**src/rtl/lprl_pkg.sv**
```systemverilog
package lprl_pkg;

  // Fixed field widths of the input and result words.
  localparam int unsigned AddrW = 32;
  localparam int unsigned PortW = 2;
  localparam int unsigned SlotW = 4;

  // Command codes carried in the input word.
  typedef enum logic {
    CMD_WRITE  = 1'b0,
    CMD_LOOKUP = 1'b1
  } cmd_e;

  // Input word: either a route write or an address lookup.
  typedef struct packed {
    cmd_e             command;
    logic [SlotW-1:0] entry_slot;
    logic [AddrW-1:0] entry_prefix;
    logic [AddrW-1:0] entry_mask;
    logic [AddrW-1:0] entry_gateway;
    logic [PortW-1:0] entry_port;
    logic             entry_valid;
    logic [AddrW-1:0] query_address;
  } in_word_t;

  // Result word, one per input word.
  typedef struct packed {
    logic             hit;
    logic [AddrW-1:0] next_hop;
    logic [PortW-1:0] out_port;
    logic [AddrW-1:0] matched_mask;
  } out_word_t;

  // One route as stored in the table memory.
  typedef struct packed {
    logic [AddrW-1:0] prefix;
    logic [AddrW-1:0] mask;
    logic [AddrW-1:0] gateway;
    logic [PortW-1:0] port;
  } route_entry_t;

  // Control states, one-hot.
  typedef enum logic [2:0] {
    ST_IDLE = 3'b001,
    ST_SCAN = 3'b010,
    ST_DONE = 3'b100
  } state_e;

endpackage

```
**src/rtl/lprl_stream_if.sv**
```systemverilog
// Input channel: valid/ready handshake carrying one input word.
interface lprl_in_if;
  import lprl_pkg::*;

  logic     valid;
  logic     ready;
  in_word_t data;

  modport source (output valid, output data, input ready);
  modport sink (input valid, input data, output ready);
endinterface

// Result channel: valid/ready handshake carrying one result word.
interface lprl_out_if;
  import lprl_pkg::*;

  logic      valid;
  logic      ready;
  out_word_t data;

  modport source (output valid, output data, input ready);
  modport sink (input valid, input data, output ready);
endinterface

```
**src/rtl/lprl_ram.sv**
```systemverilog
module lprl_ram #(
  parameter int unsigned Width = 8,
  parameter int unsigned Depth = 16,
  parameter int unsigned AddrW = (Depth > 1) ? $clog2(Depth) : 1
) (
  input  logic             clk_i,
  input  logic             we_i,
  input  logic [AddrW-1:0] waddr_i,
  input  logic [Width-1:0] wdata_i,
  input  logic             re_i,
  input  logic [AddrW-1:0] raddr_i,
  output logic [Width-1:0] rdata_o
);

  logic [Width-1:0] mem_q [Depth];
  logic [Width-1:0] rdata_q;

  // One write port and one read port with registered read data.
  always_ff @(posedge clk_i) begin
    if (we_i) begin
      mem_q[waddr_i] <= wdata_i;
    end
    if (re_i) begin
      rdata_q <= mem_q[raddr_i];
    end
  end

  assign rdata_o = rdata_q;

endmodule

```
**src/rtl/longest_prefix_route_lookup_unit.sv**
```systemverilog
// A write word passes from the idle state to the done state; a lookup word passes
// through the scan state first, which reads all min(TABLE_DEPTH,16) table slots,
// one per cycle, through the single read port of the route memory. The result word
// is registered when the done state sees a free result channel; no new word is taken before then.
// Reset clears every valid mark, the control state and the result valid flag;
// the route memory and the result payload are not cleared.
module longest_prefix_route_lookup_unit #(
  parameter int unsigned TABLE_DEPTH = 16,
  parameter int unsigned PORT_COUNT  = 4
) (
  input  logic       clk_i,
  input  logic       rst_ni,
  lprl_in_if.sink    in_i,
  lprl_out_if.source out_o
);
  import lprl_pkg::*;

  // Only slots reachable through the slot field are ever populated.
  localparam int unsigned SlotCount = (TABLE_DEPTH < (1 << SlotW)) ? TABLE_DEPTH
                                                                  : (1 << SlotW);
  localparam int unsigned IdxW = $clog2(SlotCount);
  localparam int unsigned CntW = IdxW + 1;
  localparam logic [IdxW-1:0] LastIdx = IdxW'(SlotCount - 1);

  state_e state_q, state_d;

  logic             valid_q [SlotCount];
  logic [CntW-1:0]  rd_cnt_q, rd_cnt_d;
  logic             pend_q;
  logic [IdxW-1:0]  pend_idx_q;
  logic [AddrW-1:0] query_q;
  logic             found_q, found_d;
  logic [AddrW-1:0] best_mask_q, best_mask_d;
  logic [AddrW-1:0] best_gw_q, best_gw_d;
  logic [PortW-1:0] best_port_q, best_port_d;
  logic             out_valid_q, out_valid_d;
  out_word_t        out_q, out_d;

  logic         in_acc;
  logic         slot_ok;
  logic         port_ok;
  logic         ram_we;
  logic         ram_re;
  route_entry_t wr_entry;
  route_entry_t rd_entry;
  logic         slot_match;
  logic         out_free;

  // The block takes a word only when no other word is in flight.
  assign in_i.ready = (state_q == ST_IDLE);
  assign in_acc     = in_i.valid && in_i.ready;

  // Writes outside the table or naming a missing port are dropped.
  assign slot_ok = ({1'b0, in_i.data.entry_slot} < (SlotW + 1)'(SlotCount));
  assign port_ok = (5'(in_i.data.entry_port) < 5'(PORT_COUNT));
  assign ram_we  = in_acc && (in_i.data.command == CMD_WRITE) && slot_ok && port_ok;

  assign wr_entry = '{
    prefix:  in_i.data.entry_prefix,
    mask:    in_i.data.entry_mask,
    gateway: in_i.data.entry_gateway,
    port:    in_i.data.entry_port
  };

  // The scan issues one read per cycle until every slot has been requested.
  assign ram_re = (state_q == ST_SCAN) && (rd_cnt_q < CntW'(SlotCount));

  lprl_ram #(
    .Width ($bits(route_entry_t)),
    .Depth (SlotCount)
  ) u_route_ram (
    .clk_i   (clk_i),
    .we_i    (ram_we),
    .waddr_i (in_i.data.entry_slot[IdxW-1:0]),
    .wdata_i (wr_entry),
    .re_i    (ram_re),
    .raddr_i (rd_cnt_q[IdxW-1:0]),
    .rdata_o (rd_entry)
  );

  // A returned slot replaces the best route when it is valid, matches and is longer.
  assign slot_match = pend_q && valid_q[pend_idx_q] &&
                      ((query_q & rd_entry.mask) == rd_entry.prefix) &&
                      (!found_q || (rd_entry.mask > best_mask_q));

  assign out_free = !out_valid_q || out_o.ready;

  // Next-state and datapath selection.
  always_comb begin
    state_d     = state_q;
    rd_cnt_d    = rd_cnt_q;
    found_d     = found_q;
    best_mask_d = best_mask_q;
    best_gw_d   = best_gw_q;
    best_port_d = best_port_q;
    out_valid_d = out_valid_q;
    out_d       = out_q;

    if (out_valid_q && out_o.ready) begin
      out_valid_d = 1'b0;
    end

    if (slot_match) begin
      found_d     = 1'b1;
      best_mask_d = rd_entry.mask;
      best_gw_d   = rd_entry.gateway;
      best_port_d = rd_entry.port;
    end

    unique case (state_q)
      ST_IDLE: begin
        if (in_acc) begin
          found_d  = 1'b0;
          rd_cnt_d = '0;
          state_d  = (in_i.data.command == CMD_LOOKUP) ? ST_SCAN : ST_DONE;
        end
      end
      ST_SCAN: begin
        if (ram_re) begin
          rd_cnt_d = rd_cnt_q + CntW'(1);
        end
        if (pend_q && (pend_idx_q == LastIdx)) begin
          state_d = ST_DONE;
        end
      end
      ST_DONE: begin
        if (out_free) begin
          out_valid_d        = 1'b1;
          out_d.hit          = found_q;
          out_d.next_hop     = found_q ? best_gw_q : '0;
          out_d.out_port     = found_q ? best_port_q : '0;
          out_d.matched_mask = found_q ? best_mask_q : '0;
          state_d            = ST_IDLE;
        end
      end
      default: begin
        state_d = ST_IDLE;
      end
    endcase
  end

  // Control registers.
  always_ff @(posedge clk_i or negedge rst_ni) begin
    if (!rst_ni) begin
      state_q     <= ST_IDLE;
      rd_cnt_q    <= '0;
      pend_q      <= 1'b0;
      found_q     <= 1'b0;
      out_valid_q <= 1'b0;
      for (int i = 0; i < SlotCount; i++) begin
        valid_q[i] <= 1'b0;
      end
    end else begin
      state_q     <= state_d;
      rd_cnt_q    <= rd_cnt_d;
      pend_q      <= ram_re;
      found_q     <= found_d;
      out_valid_q <= out_valid_d;
      if (ram_we) begin
        valid_q[in_i.data.entry_slot[IdxW-1:0]] <= in_i.data.entry_valid;
      end
    end
  end

  // Payload registers.
  always_ff @(posedge clk_i) begin
    pend_idx_q  <= rd_cnt_q[IdxW-1:0];
    best_mask_q <= best_mask_d;
    best_gw_q   <= best_gw_d;
    best_port_q <= best_port_d;
    out_q       <= out_d;
    if (in_acc) begin
      query_q <= in_i.data.query_address;
    end
  end

  assign out_o.valid = out_valid_q;
  assign out_o.data  = out_q;

endmodule

```
**src/flat_wrapper.sv**
```systemverilog
// flat-port wrapper written by rule: the top's interface ports become plain ports
module longest_prefix_route_lookup_unit_flat import lprl_pkg::*;
#(
  parameter int unsigned TABLE_DEPTH = 16,
  parameter int unsigned PORT_COUNT  = 4
)
  (clk_i, rst_ni, in_i_valid, in_i_data, in_i_ready, out_o_valid, out_o_data, out_o_ready);
  lprl_in_if in_i_i ();
  lprl_out_if out_o_i ();
  input  logic clk_i;
  input  logic rst_ni;
  input wire logic [$bits(in_i_i.valid)-1:0] in_i_valid;
  input wire logic [$bits(in_i_i.data)-1:0] in_i_data;
  output wire logic [$bits(in_i_i.ready)-1:0] in_i_ready;
  output wire logic [$bits(out_o_i.valid)-1:0] out_o_valid;
  output wire logic [$bits(out_o_i.data)-1:0] out_o_data;
  input wire logic [$bits(out_o_i.ready)-1:0] out_o_ready;
  assign in_i_i.valid = in_i_valid;
  assign in_i_i.data = in_i_data;
  assign in_i_ready = in_i_i.ready;
  assign out_o_valid = out_o_i.valid;
  assign out_o_data = out_o_i.data;
  assign out_o_i.ready = out_o_ready;
  longest_prefix_route_lookup_unit #(.TABLE_DEPTH(TABLE_DEPTH), .PORT_COUNT(PORT_COUNT)) u_core (.clk_i(clk_i), .rst_ni(rst_ni), .in_i(in_i_i), .out_o(out_o_i));
endmodule
```
**config.mk**
```make
export PLATFORM = sky130hd
export DESIGN_NAME = longest_prefix_route_lookup_unit_flat
export DESIGN_NICKNAME = d
export VERILOG_FILES = /design/src/rtl/lprl_pkg.sv /design/src/rtl/lprl_stream_if.sv /design/src/rtl/lprl_ram.sv /design/src/rtl/longest_prefix_route_lookup_unit.sv /design/src/flat_wrapper.sv
export SDC_FILE = /design/constraint.sdc
export NUM_CORES = 1
export LEC_CHECK = 0
export BUFFER_PORTS_ARGS = -buffer_cell sky130_fd_sc_hd__buf_2
export CORE_ASPECT_RATIO = 0.7
export CORE_UTILIZATION = 38
export DETAILED_ROUTE_END_ITERATION = 10
export SLEW_MARGIN = 20
export SYNTH_ARGS = -nofsm -noshare
export SYNTH_HDL_FRONTEND = slang
export SYNTH_HIERARCHICAL = 1
export SYNTH_SLANG_ARGS = --single-unit
```
**constraint.sdc**
```tcl
create_clock -name clk_i -period 8.9 [get_ports clk_i]
set_input_delay 0.445 -clock clk_i [delete_from_list [all_inputs] [get_ports clk_i]]
set_output_delay 0.445 -clock clk_i [all_outputs]
set_load 0.02 [all_outputs]
```
# Word level (Yosys, flattened, before mapping)
# Memory sizes are Yosys's and may differ from the RTL's. A register that Yosys moved wholly into a read port is not among the register bits.
# Cells that the tools add are included.
[totals]
reg_bits = 196
ramBits = 1568
input_bits = 140
word_cells = 89
n_memories = 1
[op_classes]
add_sub_neg = 1
magnitude_cmp = 5
n_eq_ne = 9
mux = 22
n_bitwise = 4
n_reduce_logical = 17
[mem_list]
columns = ["name", "depth", "word_bits", "read_ports", "rd_ports_with_merged_regs", "wr", "line_no", "text"]
rows = [
  ["u_core.u_route_ram.mem_q", 16, 98, 1, 1, 1, "lprl_ram.sv:15", "logic [Width-1:0] mem_q [Depth];"],
]
[ops]
columns = ["cell", "count"]
rows = [
  ["bitwise AND 32 bit", 1],
  ["equality test 32 bit", 1],
  ["greater-than comparator 32 bit", 1],
  ["bitwise mux 16 bit", 1],
  ["two-way mux 3 bit", 4],
  ["two-way mux 1 bit", 11],
  ["greater-or-equal comparator 5 bit, second input constant", 2],
  ["two-way mux 5 bit", 2],
  ["NOT 4 -> 5 bit", 2],
  ["one-hot mux 5 bit (2 select lines)", 1],
  ["logical AND 1 bit", 9],
  ["one-hot mux 3 bit (3 select lines)", 1],
  ["AND reduction 3 bit", 2],
  ["adder 5 x 1 -> 5 bit, second input constant", 1],
  ["less-than comparator 5 x 1 -> 1 bit, second input constant", 1],
  ["less-than comparator 5 bit, second input constant", 1],
  ["binary-select mux 1 bit (select 4 bit)", 1],
  ["demux 1 bit (select 4 bit)", 1],
  ["equality test 4 bit, second input constant", 1],
  ["inequality test 2 x 1 -> 1 bit, second input constant", 2],
  ["inequality test 2 bit, second input constant", 2],
  ["equality test 3 x 1 -> 1 bit, second input constant", 1],
  ["equality test 3 x 2 -> 1 bit, second input constant", 1],
  ["equality test 3 bit, second input constant", 1],
  ["other kinds (5)", 7],
]

# Logic depth before layout (Yosys ltp)
[depth]
word_depth = 10
depth_mapped = 8
ltp_nobuf = 8

# Modules after synthesis
# Netlist, hierarchy kept.
[by_module_without_submodules]
columns = ["module", "n_inst", "cells_each", "area_each_um2", "seq_area_each_um2"]
rows = [
  ["lprl_ram", 1, 2510, 61501.5, 50028.0],
  ["longest_prefix_route_lookup_unit", 1, 546, 8005.2, 5711.7],
]

# Least setup slack after synthesis
# No wires, ideal clock.
[synth_timing]
kind = "reg-to-reg"
startpoint = "register u_core.state_q[0]"
endpoint = "memory u_core/u_route_ram/mem_q[0][0] (netlist name) (enable)"
setup_time_ns = 0.676
t_arrival_ns = 8.507
required_time_ns = 8.224
slack_ns = -0.283
path_stages_with_launch = 7
n_path_buf = 2
period_less_slack_ns = 9.183
cell_sequence = "dfstp_2 and4bb_1 buf_4 and2b_1 buf_4 or3b_2 nor3_1"
[synth_via]
elab_chain_cells = 5
[synth_lines]
columns = ["item", "line_no", "text"]
rows = [
  ["start: declaration", "longest_prefix_route_lookup_unit.sv:25", "state_e state_q, state_d;"],
  ["start signal: assignment", "longest_prefix_route_lookup_unit.sv:154", "state_q <= state_d;"],
  ["equality test 3 x 1 -> 1 bit", "longest_prefix_route_lookup_unit.sv:50", "assign in_i.ready = (state_q == ST_IDLE);"],
  ["logical AND 1 bit", "longest_prefix_route_lookup_unit.sv:51", "assign in_acc = in_i.valid && in_i.ready;"],
  ["via u_core.in_acc", "longest_prefix_route_lookup_unit.sv:39", "logic in_acc;"],
  ["logical AND 1 bit", "longest_prefix_route_lookup_unit.sv:56", "assign ram_we = in_acc && (in_i.data.command == CMD_WRITE) && slot_ok && port_ok;"],
  ["via u_core.ram_we", "longest_prefix_route_lookup_unit.sv:42", "logic ram_we;"],
  ["two-way mux 1 bit", "lprl_ram.sv:20", "if (we_i) begin"],
  ["two-way mux 1 bit (implied by the code)", "lprl_ram.sv:21", "mem_q[waddr_i] <= wdata_i;"],
  ["end: declaration", "lprl_ram.sv:15", ""],
]
# The timed path passes the listed nets, and every way through them passes these cells.

# Worst setup path after layout
[layout_timing]
startpoint = "register u_core.state_q[0]"
endpoint = "memory u_core/u_route_ram/mem_q[13][29] (netlist name) (enable)"
[layout_via]
elab_chain_cells = 5
[layout_lines]
columns = ["item", "line_no"]
rows = [
  ["equality test 3 x 1 -> 1 bit", "longest_prefix_route_lookup_unit.sv:50"],
  ["logical AND 1 bit", "longest_prefix_route_lookup_unit.sv:51"],
  ["logical AND 1 bit", "longest_prefix_route_lookup_unit.sv:56"],
  ["two-way mux 1 bit", "lprl_ram.sv:20"],
  ["two-way mux 1 bit (implied by the code)", "lprl_ram.sv:21"],
]
# Every way passes these cells.

==> impl_metrics.toml <==
[outcome]
status = "complete, no violations"

[die]
start_util_pct = 38.50
io_pins = 209
core.rowCount = 130
die_w_um = 513.2
dieArea_mm2 = 0.1847
fp.coreArea_mm2 = 0.1805
die_h_um = 359.8

[global_routing]
antenna_found_initial = 22
grt_pass1_vias = 32590
grt_max_degree = 130
grt_usage_pct = 18.25
gr-total-overflow = 0
grt_pass1_wl_mm = 241.3

[sta]
max_freq_ghz = 0.2389
finalSetupViolations = 0
period_share_pct = 47.03
drv_slew = 0
fin_skew_ns = 0.04246
rsz0062_at_grt = "false"
slew_headroom_pct = 28.31
worstMarginPinSlew_ns = 1.075
min_period_ns = 4.186
hold_slack_ns = 0.05629
tns_ns = 0
hold_viol = 0

[synth]
ys_seq_area_share_pct = 80.19
netlist_area_mm2 = 0.06951
synth_area_leaders = "edfxtp_1 (79%), mux4_2 (13%), a22oi_1 (2.1%)"
synth_nets = 3229
yosys.area.top_type = "edfxtp_1"
synth_top_area_share_pct = 79.10
synthArstFlopShare_pct = 1.450
synthDistinctLibCells = 50
synth_flop_cell = "edfxtp_1"
syn_avg_cell_area_um2 = 22.74
synth-edff-count = 1831
yosys_warnings = 6
syn_inst = 3056
yosys_register_bits = 1862

[route]
wl_met3_mm = 13.02
first_pass_iters = 6
wl_met2_mm = 76.04
drtIter0Drc = 3581
detail-route-antenna-nets = 0
wl_met1_mm = 77.10
wl_mm = 168.9
via_per_inst = 5.434
num_vias = 32630
drc = 0
dr.max_layer_used = "met5"
wire_per_inst_um = 28.13

[place]
dpl.hpwl_mm = 92.41
port_buffers = 208
gp_congestion = 0.8113

[critical_path]
start_kind = "flip-flop"
timing.rr.start = "u_core/state_q[0]$_DFFE_PN1P_"
worst-path-stages = 6
crit_chain = "and4bb_2 -> and2b_1 -> nand3_1 -> nor2_4 -> buf_4 -> buf_4"
timing.rr.end = "u_core/u_route_ram/mem_q[13][29]$_DFFE_PP_"
cp.arrival_ns = 4.61
crit_path_end = "u_core/u_route_ram/mem_q[13][29]$_DFFE_PP_"
reg2reg_depth = 6
path_max_fanout = 36
max_stage_delay_ns = 0.88
critPathKind = "reg2reg"
end_kind = "flip-flop"
cp_slowest_cell = "nor2_4"
path_common_cell = "buf_4"
cp-startpoint = "u_core/state_q[0]$_DFFE_PN1P_"
crit_family = "simple AND/OR/NAND/NOR gates"
cp.required_ns = 9.33
critPathBufInv = 2
r2r_setup_slack_ns = 4.71

[clock_tree]
h-tree-depth = 4
numCtsBuffers = 172
clk_pin_slew_worst_paths_ns = 0.06
clk_latency_ns = 0.83
post_cts_resized = 0
cts.sinks = 1862
postCtsHoldBufs = 118
cts_root_buffer = "clkbuf_16"
cts_tree = "done"
cts_setup_buffers = 0
cts.path.max_buffers = 3

[power]
ir_drop_v = 0.0002074
p_leak_nw = 25.05
powerDensity_mw_per_mm2 = 211.6

[final_layout]
layout_commonest_cell = "edfxtp_1"
final_cell_mix = "edfxtp_1 (1831), mux4_2 (397), buf_2 (208)"
syn2layout_area_growth_pct = 15.39
nNetsFinal = 3647
drive_gt1_share_pct = 25.91

[hold_path]
hold_path.class = "in2reg"

[run]
maxCapViolations = 0
-- sequential cells by signal, indices dropped and copies added, names as in the netlist, 4 cells and up --
register and cells:
u_core/out_o.data 67, u_core/query_q 32, u_core/u_route_ram/rdata_o 98, u_core/best_mask_q 32
u_core/best_gw_q 32, u_core/u_route_ram/mem_q 1568, u_core/valid_q 16, u_core/pend_idx_q 4
u_core/rd_cnt_q 5
-- cells by family after synthesis --
group	Yosys count	synth area share, %
AO/OA/AOI/OAI	230	2.437
XOR/XNOR	29	0.3654
adder cells (fa/ha/maj)	33	0.5940
buffers and inverters	175	1.219
flip-flops	1862	80.19
multiplexers	414	13.14
AND/OR/NAND/NOR	313	2.047
-- report_power, final --
part,switching [mW],total [mW],internal [mW]
clock network,3.22,7.18,3.96
logic,0.140,0.198,0.0575
registers,0.0000000000000000111,9.60,9.60
total,3.36,17.0,13.6
-- stage by stage --
stage               worst slack (ns)  utilization (%)  cell area, µm²  cells  total power [mW]
global placement               4.548            40.74           73550   5557             9.934
floorplan                    0.06600                -           69510   3056             9.796
finish                         4.714            44.42           80200   6004             16.97
detailed placement             4.734            40.75           73570   5558             9.942
CTS                            4.681            44.41           80180   5996             17.14
global route                   4.548            44.42           80190   5999             17.46
-- cells in the mapped netlist, types with 3 or more instances --
cell / number
ha_1: 33
nor2b_1: 7
and2_1: 36
mux2_1: 11
nand2b_1: 4
nand3b_1: 3
nor2_1: 60
buf_4: 39
nand2_1: 158
a22oi_1: 197
inv_1: 33
nand3_1: 10
buf_2: 23
nor4_1: 3
o21ai_0: 5
edfxtp_1: 1831
buf_1: 17
dfrtp_1: 26
mux4_2: 397
clkbuf_1: 60
nand4_1: 14
dfxtp_1: 4
nor3_1: 8
mux2_2: 5
a21oi_1: 14
xor2_1: 27
-- worst min-delay path by stage --
| stage | to | from | slack (ns) | cells after the start |
|---|---|---|---|---|
| 6_report | u_core/u_route_ram/mem_q[11][52]$_DFFE_PP_ | in_i_data[85] | 0.06 | 1 |
| 5_1_grt | u_core/u_route_ram/mem_q[1][59]$_DFFE_PP_ | in_i_data[92] | 0.04 | 1 |
| 4_1_cts | u_core/u_route_ram/mem_q[12][57]$_DFFE_PP_ | in_i_data[90] | 0.00004 | 1 |
| 3_5_place_dp | u_core/best_gw_q[25]$_DFFE_PP_ | u_core/u_route_ram/rdata_o[27]$_DFFE_PP_ | 0.41 | 0 |
| 3_3_place_gp | u_core/best_gw_q[3]$_DFFE_PP_ | u_core/u_route_ram/rdata_o[5]$_DFFE_PP_ | 0.40 | 0 |
| 2_1_floorplan | u_core/found_q$_DFF_PN0_ | rst_ni | 0.15 | 0 |
-- metal layers --
layer | GRT usage (%) | up-vias
li1 | - | 13700
met1 | 27.45 | 17580
met4 | 3.880 | 12
met2 | 27.05 | 1161
met3 | 4.198 | 183
met5 | 0 | -
-- area by class of cell --
type | count | area (µm²)
inverter | 34 | 127.6
tap | 2376 | 2973
fill | 15160 | 100300
clock inverter | 101 | 888.4
timing repair buffer | 385 | 2810
multi-input combinational | 1019 | 13090
sequential | 1862 | 55750
antenna | 8 | 20.02
clock buffer | 219 | 4544
Note: power is estimated with default switching activity, not from simulation.
